File: src/key_release_gate_macros.svh
// key_release_gate_macros.svh: assertion macros shared by the gate modules
// depends on clk and rst_n being visible in the module that uses them
`ifndef KEY_RELEASE_GATE_MACROS_SVH
`define KEY_RELEASE_GATE_MACROS_SVH

// same-cycle implication, checked while out of reset
`define KRG_ASSERT_NOW(lbl, ante, cons, msg) \
  lbl: assert property (@(posedge clk) disable iff (!rst_n) (ante) |-> (cons)) \
    else $error(msg);

// next-cycle implication, checked while out of reset
`define KRG_ASSERT_NEXT(lbl, ante, cons, msg) \
  lbl: assert property (@(posedge clk) disable iff (!rst_n) (ante) |=> (cons)) \
    else $error(msg);

`endif

File: src/krg_pkg.sv
// krg_pkg: constants, codes and controller/datapath interface types
// for the key release gate; no dependencies
package krg_pkg;

  localparam int KEY_W      = 16;
  localparam int HELD_DEPTH = 8;
  localparam int IDX_W      = (HELD_DEPTH > 1) ? $clog2(HELD_DEPTH) : 1;
  localparam int CNT_W      = $clog2(HELD_DEPTH + 1);
  localparam int MODE_W     = 3;
  localparam int CFG_IDX_W  = 1;

  localparam logic [KEY_W-1:0] KC_NO   = KEY_W'(0);
  localparam logic [KEY_W-1:0] KC_A    = KEY_W'(4);
  localparam logic [KEY_W-1:0] KC_RGUI = KEY_W'(231);

  // gate modes
  localparam logic [MODE_W-1:0] MODE_IDLE    = 3'd0;
  localparam logic [MODE_W-1:0] MODE_BLOCK   = 3'd1;
  localparam logic [MODE_W-1:0] MODE_WATCH   = 3'd2;
  localparam logic [MODE_W-1:0] MODE_LEND    = 3'd3;
  localparam logic [MODE_W-1:0] MODE_SUSPEND = 3'd4;

  // configuration register indexes
  localparam logic [CFG_IDX_W-1:0] REG_GATED_LOW  = 1'b0;
  localparam logic [CFG_IDX_W-1:0] REG_GATED_HIGH = 1'b1;

  // result kinds
  localparam logic KIND_DECISION = 1'b0;
  localparam logic KIND_FORCED   = 1'b1;

  // controller to datapath
  typedef struct packed {
    logic accept;   // request taken this cycle
    logic forced;   // emit one stored key as a forced release
    logic final_dec; // emit the held decision and clear the store
  } krg_cmd_t;

  // datapath to controller
  typedef struct packed {
    logic flush_go;  // the offered request releases the lever with keys stored
    logic idx_last;  // flush pointer is on the newest stored key
  } krg_stat_t;

endpackage

File: src/key_release_gate.sv
// key_release_gate: top level of the keyboard release gate
// depends on krg_pkg, krg_ctrl and krg_datapath
//
// Usage:
//   A request (in_operation, in_pressed, in_key_code) is taken at a rising
//   edge with start high and busy low. Every request yields one decision
//   result (out_kind 0, out_last 1). A lever release in suspend first yields
//   one forced release (out_kind 1) per stored key, oldest first.
//   Each result is shown for one cycle with out_valid high; the receiver
//   cannot stall, so results are never held.
//   With no flush the decision is registered and shows in the cycle after the
//   request is taken; a flush passes the flush state before its first forced
//   release is registered. With no flush busy stays low and the next request
//   may follow at once. A flush of N stored keys (1 to 8) produces N+1 results
//   in consecutive cycles, one per cycle, limited by the single read port of
//   the key store; busy stays high through the flush and final states. cfg_we
//   writes cfg_data into register cfg_index (0 gated_low, 1 gated_high) in
//   the same edge; the user writes only while idle, the block does not check.
//   Reset (rst_n low, synchronous): mode idle, no lever, store empty, range
//   back to 4..231, no result pending. The store needs no clearing pass.
module key_release_gate (
  input  logic                            clk,
  input  logic                            rst_n,
  input  logic                            start,
  output logic                            busy,
  input  logic                            in_operation,
  input  logic                            in_pressed,
  input  logic [krg_pkg::KEY_W-1:0]       in_key_code,
  output logic                            out_valid,
  output logic                            out_kind,
  output logic                            out_forward,
  output logic [krg_pkg::KEY_W-1:0]       out_code,
  output logic                            out_dropped,
  output logic                            out_last,
  input  logic                            cfg_we,
  input  logic [krg_pkg::CFG_IDX_W-1:0]   cfg_index,
  input  logic [krg_pkg::KEY_W-1:0]       cfg_data
);
  import krg_pkg::*;

  krg_cmd_t  cmd;
  krg_stat_t stat;

  // sequencer
  krg_ctrl u_ctrl (
    .clk   (clk),
    .rst_n (rst_n),
    .start (start),
    .busy  (busy),
    .stat  (stat),
    .cmd   (cmd)
  );

  // state, store and results
  krg_datapath u_dp (
    .clk          (clk),
    .rst_n        (rst_n),
    .cmd          (cmd),
    .stat         (stat),
    .in_operation (in_operation),
    .in_pressed   (in_pressed),
    .in_key_code  (in_key_code),
    .cfg_we       (cfg_we),
    .cfg_index    (cfg_index),
    .cfg_data     (cfg_data),
    .out_valid    (out_valid),
    .out_kind     (out_kind),
    .out_forward  (out_forward),
    .out_code     (out_code),
    .out_dropped  (out_dropped),
    .out_last     (out_last)
  );

endmodule

File: src/krg_ctrl.sv
// krg_ctrl: sequencer for the key release gate, sets the flush order
// depends on krg_pkg and key_release_gate_macros.svh
module krg_ctrl (
  input  logic               clk,
  input  logic               rst_n,
  input  logic               start,
  output logic               busy,
  input  krg_pkg::krg_stat_t stat,
  output krg_pkg::krg_cmd_t  cmd
);
  import krg_pkg::*;
  `include "key_release_gate_macros.svh"

  localparam logic [1:0] S_IDLE  = 2'd0;
  localparam logic [1:0] S_FLUSH = 2'd1;
  localparam logic [1:0] S_FINAL = 2'd2;

  logic [1:0] state_r, state_nxt;
  logic       accept;

  assign busy   = (state_r != S_IDLE);
  assign accept = start && !busy;

  // commands
  assign cmd.accept    = accept;
  assign cmd.forced    = (state_r == S_FLUSH);
  assign cmd.final_dec = (state_r == S_FINAL);

  // next state
  always_comb begin
    state_nxt = state_r;
    case (state_r)
      S_IDLE:  if (accept && stat.flush_go) state_nxt = S_FLUSH;
      S_FLUSH: if (stat.idx_last) state_nxt = S_FINAL;
      S_FINAL: state_nxt = S_IDLE;
      default: state_nxt = S_IDLE;
    endcase
  end

  always_ff @(posedge clk) begin
    if (!rst_n) begin
      state_r <= S_IDLE;
    end else begin
      state_r <= state_nxt;
    end
  end

  `KRG_ASSERT_NEXT(a_flush_entry, accept && stat.flush_go, state_r == S_FLUSH, "flush not entered")
  `KRG_ASSERT_NEXT(a_final_once, state_r == S_FINAL, state_r == S_IDLE, "final not followed by idle")
  `KRG_ASSERT_NOW(a_idle_state, state_r != S_FLUSH && state_r != S_FINAL, state_r == S_IDLE, "bad state")

endmodule

File: src/krg_datapath.sv
// krg_datapath: gate mode, lever, key store, range registers and result registers
// depends on krg_pkg and key_release_gate_macros.svh
module krg_datapath (
  input  logic                            clk,
  input  logic                            rst_n,
  input  krg_pkg::krg_cmd_t               cmd,
  output krg_pkg::krg_stat_t              stat,
  input  logic                            in_operation,
  input  logic                            in_pressed,
  input  logic [krg_pkg::KEY_W-1:0]       in_key_code,
  input  logic                            cfg_we,
  input  logic [krg_pkg::CFG_IDX_W-1:0]   cfg_index,
  input  logic [krg_pkg::KEY_W-1:0]       cfg_data,
  output logic                            out_valid,
  output logic                            out_kind,
  output logic                            out_forward,
  output logic [krg_pkg::KEY_W-1:0]       out_code,
  output logic                            out_dropped,
  output logic                            out_last
);
  import krg_pkg::*;
  `include "key_release_gate_macros.svh"

  logic [KEY_W-1:0]  low_r, high_r;
  logic [MODE_W-1:0] mode_r, mode_nxt;
  logic [KEY_W-1:0]  lever_r, lever_nxt;
  logic [CNT_W-1:0]  count_r;
  logic [IDX_W-1:0]  idx_r;
  logic [KEY_W-1:0]  held_mem [HELD_DEPTH];

  logic              dec_code_unused;
  logic [KEY_W-1:0]  dec_code_r;

  logic              out_valid_r, out_kind_r, out_forward_r, out_dropped_r, out_last_r;
  logic [KEY_W-1:0]  out_code_r;

  logic gated, full, fwd, drop, store, flush;

  assign dec_code_unused = 1'b0;
  assign full  = (count_r == CNT_W'(HELD_DEPTH));
  assign gated = (in_key_code >= low_r) && (in_key_code <= high_r);

  // decision on the offered request
  always_comb begin
    mode_nxt  = mode_r;
    lever_nxt = lever_r;
    fwd       = 1'b1;
    drop      = 1'b0;
    store     = 1'b0;
    flush     = 1'b0;
    if (in_operation) begin
      mode_nxt = in_pressed ? MODE_BLOCK : ((lever_r == KC_NO) ? MODE_WATCH : MODE_LEND);
      fwd      = 1'b0;
    end else if (mode_r != MODE_IDLE && gated) begin
      if (in_pressed) begin
        if (mode_r == MODE_BLOCK) begin
          lever_nxt = in_key_code;
        end else if (mode_r == MODE_WATCH) begin
          lever_nxt = in_key_code;
          mode_nxt  = MODE_SUSPEND;
        end
      end else if (mode_r == MODE_BLOCK || mode_r == MODE_LEND) begin
        store = 1'b1;
        drop  = full;
        fwd   = 1'b0;
        if (lever_r == in_key_code) begin
          lever_nxt = KC_NO;
          if (mode_r == MODE_LEND) mode_nxt = MODE_WATCH;
        end
      end else if (mode_r == MODE_SUSPEND && lever_r == in_key_code) begin
        lever_nxt = KC_NO;
        mode_nxt  = MODE_IDLE;
        flush     = 1'b1;
      end
    end
  end

  // status
  assign stat.flush_go = flush && (count_r != CNT_W'(0));
  assign stat.idx_last = ((CNT_W'(idx_r) + CNT_W'(1)) == count_r);

  // range registers
  always_ff @(posedge clk) begin
    if (!rst_n) begin
      low_r  <= KC_A;
      high_r <= KC_RGUI;
    end else if (cfg_we) begin
      case (cfg_index)
        REG_GATED_LOW:  low_r  <= cfg_data;
        REG_GATED_HIGH: high_r <= cfg_data;
        default: ;
      endcase
    end
  end

  // gate state, store fill count and flush pointer
  always_ff @(posedge clk) begin
    if (!rst_n) begin
      mode_r  <= MODE_IDLE;
      lever_r <= KC_NO;
      count_r <= '0;
      idx_r   <= '0;
    end else begin
      if (cmd.accept) begin
        mode_r  <= mode_nxt;
        lever_r <= lever_nxt;
        idx_r   <= '0;
        if (store && !full) count_r <= count_r + CNT_W'(1);
      end
      if (cmd.forced) idx_r <= idx_r + IDX_W'(1);
      if (cmd.final_dec) count_r <= '0;
    end
  end

  // key store
  always_ff @(posedge clk) begin
    if (cmd.accept && store && !full) held_mem[count_r[IDX_W-1:0]] <= in_key_code;
  end

  // decision kept for the end of a flush (always forwarded, never dropped)
  always_ff @(posedge clk) begin
    if (cmd.accept) dec_code_r <= in_key_code;
  end

  // result strobe
  always_ff @(posedge clk) begin
    if (!rst_n) begin
      out_valid_r <= 1'b0;
    end else begin
      out_valid_r <= (cmd.accept && !stat.flush_go) || cmd.forced || cmd.final_dec;
    end
  end

  // result payload, store read is registered here
  always_ff @(posedge clk) begin
    if (cmd.forced) begin
      out_kind_r    <= KIND_FORCED;
      out_forward_r <= 1'b0;
      out_code_r    <= held_mem[idx_r];
      out_dropped_r <= 1'b0;
      out_last_r    <= 1'b0;
    end else if (cmd.final_dec) begin
      out_kind_r    <= KIND_DECISION;
      out_forward_r <= 1'b1;
      out_code_r    <= dec_code_r;
      out_dropped_r <= dec_code_unused;
      out_last_r    <= 1'b1;
    end else if (cmd.accept) begin
      out_kind_r    <= KIND_DECISION;
      out_forward_r <= fwd;
      out_code_r    <= in_key_code;
      out_dropped_r <= drop;
      out_last_r    <= 1'b1;
    end
  end

  assign out_valid   = out_valid_r;
  assign out_kind    = out_kind_r;
  assign out_forward = out_forward_r;
  assign out_code    = out_code_r;
  assign out_dropped = out_dropped_r;
  assign out_last    = out_last_r;

  `KRG_ASSERT_NOW(a_count_bound, 1'b1, count_r <= CNT_W'(HELD_DEPTH), "store count overflow")
  `KRG_ASSERT_NEXT(a_forced_out, cmd.forced, out_valid_r && out_kind_r == KIND_FORCED && !out_last_r, "forced release missing")
  `KRG_ASSERT_NEXT(a_final_out, cmd.final_dec, out_valid_r && out_last_r && count_r == CNT_W'(0), "flush did not end cleanly")

endmodule

File: config.mk
export PLATFORM = sky130hd
export DESIGN_NAME = key_release_gate
export DESIGN_NICKNAME = d
export VERILOG_FILES = /design/src/krg_pkg.sv /design/src/key_release_gate.sv /design/src/krg_ctrl.sv /design/src/krg_datapath.sv
export VERILOG_INCLUDE_DIRS = /design/src /design/src/src
export SDC_FILE = /design/constraint.sdc
export NUM_CORES = 1
export LEC_CHECK = 0
export ABC_AREA = 1
export BUFFER_PORTS_ARGS = -buffer_cell sky130_fd_sc_hd__buf_2
export CORE_ASPECT_RATIO = 1.25
export CORE_MARGIN = 2
export CORE_UTILIZATION = 60
export DETAILED_ROUTE_END_ITERATION = 8
export PLACE_DENSITY = 0.79
export SETUP_SLACK_MARGIN = 0.4
export SYNTH_ARGS = -nofsm -noshare
export SYNTH_HDL_FRONTEND = slang
export SYNTH_SLANG_ARGS = --single-unit
File: constraint.sdc
create_clock -name clk -period 5.5 [get_ports clk]
set_clock_uncertainty 0.15 [all_clocks]
set_input_delay 1.1 -clock clk [delete_from_list [all_inputs] [get_ports clk]]
set_output_delay 1.1 -clock clk [all_outputs]
set_load 0.01 [all_outputs]
==> results of run 1 <==
[worst register-to-register path, cell delays in order (launching register included)]
cell,delay [ps]
dfxtp_1,320
inv_1,60
ha_1,310
nand4_1,200
nor3_4,190
nand2_2,90
a21oi_4,150
nand2_2,90
nor3b_4,870
nand2_1,140
nand2_1,120
nor2_1,50
[registers in the layout, indices dropped and copies added (netlist names), named ones only]
| register | flops |
|---|---|
| u_dp.held_mem | 128 |
| u_dp.count_r | 4 |
| u_ctrl.state_r | 2 |
| u_dp.low_r | 16 |
| u_dp.high_r | 16 |
| u_dp.dec_code_r | 16 |
| u_dp.out_last | 1 |
| u_dp.out_valid | 1 |
| u_dp.out_dropped | 1 |
| u_dp.lever_r | 16 |
| u_dp.out_kind | 1 |
| u_dp.mode_r | 3 |
| u_dp.out_code | 16 |
| u_dp.idx_r | 3 |
| u_dp.out_forward | 1 |
[power by group through the flow]
stage          Clock [mW]  Combinational, mW  Sequential [mW]
5_1_grt              1.70              0.532             1.99
2_1_floorplan           0              0.290             2.02
4_1_cts              1.63              0.478             1.98
6_report             1.62              0.474             1.98
3_5_place_dp            0              0.475             2.02
3_3_place_gp            0              0.466             2.02
[worst max-delay path by stage]
stage                     from                             end  slack (ps)  cells past startpoint
2_1_floorplan   in_key_code[3]   u_dp.held_mem[6][0]$_DFFE_PP_        1070                     13
4_1_cts        in_key_code[11]    u_dp.lever_r[3]$_SDFFE_PN0P_        2190                     12
3_3_place_gp   in_key_code[11]    u_dp.lever_r[9]$_SDFFE_PN0P_        1760                     12
5_1_grt         in_key_code[5]    u_dp.lever_r[7]$_SDFFE_PN0P_        1910                     14
3_5_place_dp   in_key_code[11]  u_dp.held_mem[6][13]$_DFFE_PP_        1710                     12
6_report       in_key_code[11]    u_dp.lever_r[3]$_SDFFE_PN0P_        2150                     12
[routing by layer]
layer	up-vias	share of wire	routed length [µm]	global-route usage
met5	-	0	0	0
met4	0	0.032	685	0.0988
met3	53	0.054	1160	0.0352
met2	200	0.52	11300	0.445
met1	3340	0.39	8510	0.297
li1	3475	-	-	-
[kinds of logic (layout without fill, tap and decap cells)]
logic type | after synthesis | in the layout | synth area share
muxes | 32 | 32 | 0.0316
and+or+nand+nor | 268 | 268 | 0.110
adders and majority gates | 39 | 39 | 0.0481
AOI/OAI and AO/OA | 240 | 240 | 0.128
buffers and inverters | 158 | 222 | 0.0616
DFF | 228 | 228 | 0.608
xor gates and xnor gates | 14 | 14 | 0.0121
[area by class of cell]
type / count / area (µm²)
Clock inverter: 12 / 214
Multi-Input combinational cell: 593 / 3370
Clock buffer: 25 / 561
Sequential cell: 228 / 6170
Timing Repair Buffer: 70 / 375
Fill cell: 1265 / 5310
Inverter: 115 / 432
Tap cell: 220 / 275
[cells in the mapped netlist, drive strengths merged (2+ instances only)]
| cell | n | area (µm²) |
|---|---|---|
| ha | 39 | 488 |
| xnor2 | 2 | 17.5 |
| a21oi | 99 | 507 |
| mux2i | 32 | 320 |
| nand3 | 17 | 90.1 |
| o21ai | 98 | 490 |
| dfxtp | 68 | 1360 |
| nor2 | 85 | 322 |
| nor4 | 5 | 31.3 |
| nand4 | 10 | 62.6 |
| o211ai | 22 | 165 |
| edfxtp | 160 | 4800 |
| nor3 | 6 | 41.3 |
| buf | 13 | 80.1 |
| xor2 | 12 | 105 |
| inv | 113 | 424 |
| nand2 | 143 | 547 |
| o22ai | 16 | 100 |
| clkbuf | 30 | 113 |
| clkinv | 2 | 7.51 |
[per-stage QoR]
stage	hold slack [ps]	setup WS [ps]
final	311	2150
after floorplan	283	1070
after global placement	294	1760
after global routing	328	1910
after detailed placement	302	1710
after CTS	311	2190
==> impl_results.md, run 1 <==
* Status: finished, final reports clean
* Switch share at 0.237
* GP Congestion at 0.901
* Mapped cell area at 0.0101 mm²
* Initial Util at 0.607
* Arrival time at the worst endpoint at 3590 ps
* Vias per cell at 5.60
* WL final at 21.6 mm
* Clk buf depth at 3
* CTS clk-pin slew, worst paths at 70 ps
* Hold-fix buffers at CTS at 0
* Setup slack, reg-to-reg at 2670 ps
* All-Layer GR Usage at 0.247
* Tot Pwr at 4.07 mW
* Die H at 149 µm
* Share of total power in sequential cells at 0.487
* Fin crit share at 0.608
* Avg Cell Area, Syn at 10.4 µm²
* Clock Sinks at 228
* P_sw at 0.966 mW
* Post-CTS setup buffer count at 0
* Final core utilization at 0.682
* Pins over their slew limit at 0
* H-Tree Depth at 1
* Dominant synthesized flop cell: edfxtp_1
* R2R cell count at 11
* Number of global-route vias before repair at 7,011
* CTS tree: built
* HPWL after DPL at 13.6 mm
* Core area at 0.0167 mm²
* Placed cells at 1,226
* Async S/R FF share, synth at 0
* Crit-path slowest cell: nor3b_4
* Largest net degree at the start of global routing at 97
* Clock power share at 0.397
* Design Area, Final at 0.0114 mm²
* Global-route wire length before repair at 34.7 mm
* Num CTS Buffers at 21
* First-pass DRT Iterations at 5
* Final hold violations at 0
* Min-delay src: u_dp.low_r[9]$_SDFFE_PN0P_
* R2r startpoint: u_dp.low_r[11]$_SDFFE_PN0P_
* Final setup viols at 0
* Overflow left after global routing at 0
* Reg2reg end: u_dp.lever_r[3]$_SDFFE_PN0P_
* Worst Hold Depth at 2
* CP dominant cell by count: nand2_1
* Most frequent cells in the layout: 160 x edfxtp_1, 139 x nand2_1, 113 x inv_1
* IO Count at 61
* Area post-placement at 0.0106 mm²
* Post-synth net total at 1,057
* WS Path Type: in2reg
* TNS Setup at 0 ps
* YS warnings at 0
* Seq/Total Area, Yosys at 0.608
* # DRC at 0
* FF+latch count, synth at 228
* # Max-Cap Violations at 0
* Post-route non-filler standard cell count at 1,263
* VDD IR-drop max at 271 µV
* Total Die Area at 0.0180 mm²
* Cell Chain, Critical Path: buf_2 > ha_1 > a21oi_1 > a21oi_1 > nor2_1 > nand2_1 > nand2_1 > nand2_2 > nor3b_4 > nand2_1 > nand2_1 > nor2_1
* Die width at 120 µm
* Critical Path RT at 5740 ps
* Initial DRC Count at 489
* Antenna violations before repair at 0
* Internal at 3.11 mW
* Vias after detailed routing at 7,068
* Slew headroom at 0.240
* Period minus WS final at 3350 ps
* Fraction of layout cells with a size suffix above 1 at 0.114
* Most common cell after layout, fill and taps aside: edfxtp_1
* Rows at 53
* Port buffer count at 60
* Worst-Margin Slew at 1140 ps
* Combinational Power Share at 0.116
* Final Net Count at 1,107
* Hold EP: u_dp.low_r[9]$_SDFFE_PN0P_
* Pwr per Cell Area at 357 mW/mm²
* Largest fanout on the critical path at 32
* Slowest stage delay, CP at 870 ps
* CTS root buffer: clkbuf_16
* Per-cell routed wire length at 17.1 µm
* Hold Crit Class: reg2reg
* Post_cts resized at 0
* Post-synth EDFFs at 160
* Worst Path Buf+Inv at 1
* Fmax at 0.299 GHz
* Crit-path leading delay family: simple AND/OR/NAND/NOR gates
* Setup crit end kind: register
* DRT antenna net count at 0
* Setup repair after global routing missed its margin: false
* Lkg Pwr at 4.40 nW
* Area grow syn2layout at 12.4%
* Inserted Diodes at 0
* Clock Latency Late Sink at 500 ps
* Count of cell types in the netlist at 35
* Cells after Synth at 979
* Critical path launch point type: primary input
Note: power is estimated with default switching activity, not from simulation.
==> run 2, diff against run 1 <==
- ABC_AREA: 1 -> 0
- clock period: 5.5 -> 3.1 ns (I/O delays scaled with it)
==> run 2 against run 1 <==
Compared with the run above:
- via count shrank 2.5%
- area after synthesis decreased by 0.43%
- first-iteration DRC count increased by 27%
- critical endpoint is now u_dp.held_mem[2][9]$_DFFE_PP_
- critical path depth up 1
- the flow now finishes with violations (setup timing)
==> impl_results.md, run 2 <==
* Tot Pwr at 6.50 mW
* Lkg Pwr at 4.50 nW
* Number of global-route vias before repair at 6,954
* H-Tree Depth at 1
* Post-synthesis compound-gate area fraction at 0.0854
* Final hold violations at 0
* Post-synth net total at 848
* Fraction of layout cells with a size suffix above 1 at 0.318
* Per-cell routed wire length at 22.0 µm
* Largest family of logic cells by synthesized area: multiplexers
* WL final at 24.7 mm
* Post-Synth Simple-Gate Area at 0.101
* Area post-placement at 0.0113 mm²
* Clock Sinks at 228
* Design Area, Final at 0.0124 mm²
* VDD IR-drop max at 473 µV
* # DRC at 0
* Post-synthesis xor/xnor area fraction at 0.0174
* Pwr per Cell Area at 523 mW/mm²
* Worst-Margin Slew at 792 ps
* Proportion of synthesized area in mux cells at 0.106
* Vias after detailed routing at 6,890
* Most common cell after layout, fill and taps aside: edfxtp_1
* Max reg flops at 128
* Clk buf depth at 3
* FF+latch count, synth at 228
* HPWL after DPL at 15.8 mm
* Vias per cell at 6.12
* Initial Util at 0.607
* Count leader, synth: edfxtp_1
* Die width at 120 µm
* YS warnings at 0
* Final worst slack at -46.9 ps
* Port buffer count at 60
* IO Count at 61
* Inserted Diodes at 0
* Top cells by count, synth: 160 x edfxtp_1, 100 x nand2_1, 68 x dfxtp_1, 43 x inv_1, 40 x a21oi_1
* Fin crit share at 1.02
* Async S/R FF share, synth at 0
* Hold Crit Class: in2reg
* Final hold slack at 212 ps
* Most frequent cells in the layout: 160 x edfxtp_1, 98 x nand2_1, 63 x buf_4
* Critical path launch point type: register
* Status: complete, but fails checks
* Setup Slack @ Placement at -423 ps
* First-pass DRT Iterations at 5
* Overflow left after global routing at 0
* Dominant synthesized flop cell: edfxtp_1
* Leading area contributor after synthesis: edfxtp_1
* Avg Cell Area, Syn at 13.1 µm²
* Cells after Synth at 770
* Synth top area cells: edfxtp_1 48%, dfxtp_1 13%, mux4_2 7.1%
* Core area at 0.0166 mm²
* Setup crit end kind: register
* Pins over their slew limit at 0
* DRT antenna net count at 0
* Seq/Total Area, Yosys at 0.611
* Global-route wire length before repair at 37.9 mm
* Final setup viols at 19
* Area grow syn2layout at 23.0%
* Post-synth EDFFs at 160
* Num CTS Buffers at 23
* Arrival time at the worst endpoint at 3210 ps
* Failing checks: setup timing
* # Max-Cap Violations at 0
* Setup repair after global routing missed its margin: true
* Die H at 149 µm
* Count of cell types in the netlist at 55
* Period minus WS final at 3150 ps
* CTS root buffer: clkbuf_16
* Filler cells at 995
* Initial DRC Count at 622
* All-Layer GR Usage at 0.275
* Adder-cell share of the synthesized area at 0.0483
* Total Die Area at 0.0179 mm²
* Area fraction of the dominant cell type after synthesis at 0.476
* Mapped cell area at 0.0101 mm²
* Rows at 53
* CTS tree: built
* WS Path Type: reg2reg
* Setup slack, reg-to-reg at -50 ps
* Fmax at 0.318 GHz
* Critical Path RT at 3170 ps
* Largest fanout on the critical path at 8
* Clock Latency Late Sink at 500 ps
* Slew headroom at 0.472
* Final core utilization at 0.746
* Antenna violations before repair at 0
* Final Net Count at 968
* CTS clk-pin slew, worst paths at 60 ps
* GP Congestion at 0.895
* Largest net degree at the start of global routing at 78
run 2: cell types whose count changed after synthesis, sizes merged, moves of 13 or more:
cell,delta
inv,-70
a211oi,+16
a21boi,+25
nor2,-73
o211ai,-13
mux4,+32
o22ai,-14
nor2b,+19
o21ai,-88
nand2,-43
a21oi,-59
run 2: cell families (layout without fill, tap and decap cells):
| group | Yosys count | in the layout |
|---|---|---|
| muxes | 67 | 67 |
| DFF | 228 | 228 |
| adders and majority gates | 39 | 39 |
| buffers and inverters | 83 | 219 |
| xor gates and xnor gates | 20 | 20 |
| AOI/OAI and AO/OA | 125 | 125 |
| and+or+nand+nor | 208 | 208 |
run 2: repair_timing:
item                       in CTS  in global routing
pin swaps                       8                 13
setup endpoints to repair     152                152
gates resized for setup        31                 20
buffers inserted               10                 11
hold buffers                    0                  0
cloned                          2                  1
run 2: area by class of cell:
class | instances | area, µm² | area share
Sequential cell | 228 | 6190 | 0.498
Multi-Input combinational cell | 459 | 4040 | 0.325
Timing Repair Buffer | 135 | 1010 | 0.0816
Clock buffer | 30 | 644 | 0.0519
Tap cell | 220 | 275 | 0.0222
Inverter | 43 | 161 | 0.0130
Clock inverter | 11 | 98.8 | 0.00796
run 2: path summary, 6_finish.rpt:
kind | start | endpoint | depth (start not counted)
worst min register to register | u_dp.out_kind$_SDFFE_PP1P_ | u_dp.out_kind$_SDFFE_PP1P_ | 1
worst max register to register | u_dp.high_r[10]$_SDFFE_PN0P_ | u_dp.held_mem[2][9]$_DFFE_PP_ | 13
worst min-delay path | cfg_data[0] | u_dp.high_r[0]$_SDFFE_PN1P_ | 3
worst max-delay path | u_dp.high_r[10]$_SDFFE_PN0P_ | u_dp.held_mem[2][9]$_DFFE_PP_ | 13
run 2: worst max-delay path, cell delays in order (launching register included):
cell and delay, ps:
dfxtp_2 330, inv_2 40, ha_4 220, a21oi_2 120, nand2_2 80, a221oi_2 270
buf_4 150, o211ai_1 150, a2111oi_4 480, nand2_4 110, buf_12 140, nor4_4 260
buf_4 180, clkbuf_16 160
run 2: stage by stage:
| stage | std cells | TNS, ps |
|---|---|---|
| 6_report | 1126 | -484 |
| 5_1_grt | 1126 | -6810 |
| 4_1_cts | 1114 | -21.1 |
| 3_5_place_dp | 1061 | -53310 |
| 3_3_place_gp | 1061 | -46580 |
| 2_1_floorplan | 770 | -17440 |
run 2: routing by layer:
layer / GRT usage / wire (µm) / vias up
met1: 0.339 / 9460 / 3429
met2: 0.499 / 13200 / 283
met4: 0.0982 / 695 / 0
met5: 0 / 0 / -
met3: 0.0333 / 1350 / 52
li1: - / - / 3126
run 2: report_power, final:
group          total [mW]  leakage, nW  internal (mW)  switching (mW)
Combinational       0.451         2.10          0.189           0.262
Sequential           3.33         2.02           3.31          0.0209
Clock                2.72        0.378           1.56            1.15
==> run 3, diff against run 2 <==
- REMOVE_ABC_BUFFERS: not set -> 1
- clock period: 3.1 -> 3.3 ns (I/O delays scaled with it)
==> run 3 against run 2 <==
Compared with the run above:
- the flow now finishes without violations
- sequential cell count unchanged
- via count increased by 1.6%
- sequential share of layout area increased by 0.36 points
- first-iteration DRC count rose by 2.4%
- total power down 9.1%
- critical endpoint is now u_dp.held_mem[1][5]$_DFFE_PP_
- largest cell class unchanged
==> impl_results.md, run 3 (synthesis gave the netlist of run 2 again) <==
* WS Path Type: reg2reg
* Antenna violations before repair at 0
* VDD IR-drop max at 363 µV
* R2R cell count at 11
* Die H at 149 µm
* Largest net degree at the start of global routing at 65
* Vias per cell at 6.19
* Hold Crit Class: in2reg
* All-Layer GR Usage at 0.289
* Crit-path slowest cell: a2111oi_4
* Reg2reg end: u_dp.held_mem[1][5]$_DFFE_PP_
* Pins over their slew limit at 0
* Final setup viols at 0
* Critical Path Stages at 11
* HPWL after DPL at 15.6 mm
* Num CTS Buffers at 22
* Design Area, Final at 0.0123 mm²
* Rows at 53
* Most common cell after layout, fill and taps aside: edfxtp_1
* Arrival time at the worst endpoint at 3130 ps
* Global-route wire length before repair at 39.1 mm
* Total Die Area at 0.0179 mm²
* Final hold violations at 0
* Port buffer count at 60
* Placed cells at 1,067
* Critical Path RT at 3360 ps
* Worst-Margin Slew at 1070 ps
* Pwr per Cell Area at 479 mW/mm²
* Fin crit share at 0.932
* Lkg Pwr at 4.46 nW
* DRT antenna net count at 0
* Vias after detailed routing at 6,997
* Fraction of layout cells with a size suffix above 1 at 0.314
* Setup crit end: u_dp.held_mem[1][5]$_DFFE_PP_
* Setup crit end kind: register
* First-pass DRT Iterations at 5
* # DRC at 0
* Per-cell routed wire length at 23.0 µm
* IO Count at 61
* Area post-placement at 0.0110 mm²
* Inserted Diodes at 0
* Clk buf depth at 3
* Number of global-route vias before repair at 7,138
* Tot Pwr at 5.91 mW
* CTS clk-pin slew, worst paths at 60 ps
* # Max-Cap Violations at 0
* Final Net Count at 973
* CTS tree: built
* Slowest stage delay, CP at 450 ps
* Cell Chain, Critical Path: inv_2 > ha_4 > a21oi_2 > nand2_1 > a221oi_2 > o211ai_1 > a2111oi_4 > nand2_2 > buf_6 > nor4_2 > buf_6
* Crit. Startpoint: u_dp.high_r[10]$_SDFFE_PN0P_
* Worst Path Buf+Inv at 3
* Die width at 120 µm
* Setup repair after global routing missed its margin: true
* Setup slack, reg-to-reg at 220 ps
* R2r startpoint: u_dp.high_r[10]$_SDFFE_PN0P_
* Slew headroom at 0.283
* Status: finished, final reports clean
* Crit-path leading delay family: compound AO/OA/AOI/OAI gates
* Core area at 0.0166 mm²
* Area grow syn2layout at 22.2%
* CTS root buffer: clkbuf_16
* Overflow left after global routing at 0
* Post-route non-filler standard cell count at 1,131
* Critical path launch point type: register
* Fmax at 0.325 GHz
* Hold-fix buffers at CTS at 0
* GP Congestion at 0.878
* Clock Sinks at 228
* Initial Util at 0.607
* Clock Latency Late Sink at 510 ps
* Filler cells at 1,012
* H-Tree Depth at 1
* WL final at 26.0 mm
* Max reg flops at 128
* Period minus WS final at 3080 ps
* Most frequent cells in the layout: 160 x edfxtp_1, 98 x nand2_1, 66 x buf_4
* Largest fanout on the critical path at 16
* Initial DRC Count at 637
* CP dominant cell by count: buf_6
[run 3: changes by cell type in the layout (fill, tap and decap cells not counted), moves of 3 or more]
cell       before  now
buf_4          63   66
buf_6           2    6
clkbuf_1        1    5
clkbuf_16      26   23
clkinv_1        0    3
inv_1          36   31
inv_2           9   12
[run 3: how the worst min path moves through the flow]
stage / startpoint / to / depth (start not counted)
after floorplan: u_dp.high_r[0]$_SDFFE_PN1P_ / u_dp.high_r[0]$_SDFFE_PN1P_ / 2
after global placement: u_dp.out_kind$_SDFFE_PP1P_ / u_dp.out_kind$_SDFFE_PP1P_ / 1
after detailed placement: u_dp.out_kind$_SDFFE_PP1P_ / u_dp.out_kind$_SDFFE_PP1P_ / 1
after CTS: cfg_data[6] / u_dp.high_r[6]$_SDFFE_PN1P_ / 3
after global routing: cfg_data[6] / u_dp.high_r[6]$_SDFFE_PN1P_ / 3
final: cfg_data[0] / u_dp.high_r[0]$_SDFFE_PN1P_ / 3
[run 3: routing by layer]
metal | up-vias | GRT usage | routed length (µm)
met5 | - | 0 | 0
met4 | 0 | 0.153 | 1190
met3 | 66 | 0.0524 | 1780
met2 | 339 | 0.512 | 13800
met1 | 3459 | 0.334 | 9220
li1 | 3133 | - | -
[run 3: final cells by class]
class / instances / area [µm²] / area share
flip-flops and latches: 228 / 6190 / 0.502
multi-input cells: 459 / 3980 / 0.323
repair buffers: 141 / 1060 / 0.0860
clock buffers: 33 / 619 / 0.0502
well taps: 220 / 275 / 0.0223
inverters: 43 / 161 / 0.0131
clock inverters: 7 / 45.0 / 0.00365
[run 3: worst min-delay path, delay by kind of cell]
kind,cells,cell delay (ps)
buf+inv,1,90
simple gates,2,120
[run 3: power by group]
group / switching, mW / internal, mW
combinational: 0.258 / 0.190
sequential: 0.0184 / 3.11
clock: 1.03 / 1.30
total: 1.31 / 4.60
[run 3: through the flow]
stage | setup slack [ps] | utilization | hold WS, ps | TNS (ps)
after floorplan | -1170 | - | 293 | -90360
after global placement | -242 | 0.663 | 279 | -28330
after detailed placement | -341 | 0.663 | 284 | -37040
after CTS | 294 | 0.727 | 231 | 0
after global routing | 117 | 0.741 | 253 | 0
final | 224 | 0.741 | 241 | 0
[run 3: repair_timing]
action	in CTS	in global routing
hold endpoints to repair	0	0
setup endpoints to repair	131	148
cloned	2	2
buffers inserted	10	10
pin swaps	18	6
gates resized for setup	63	30
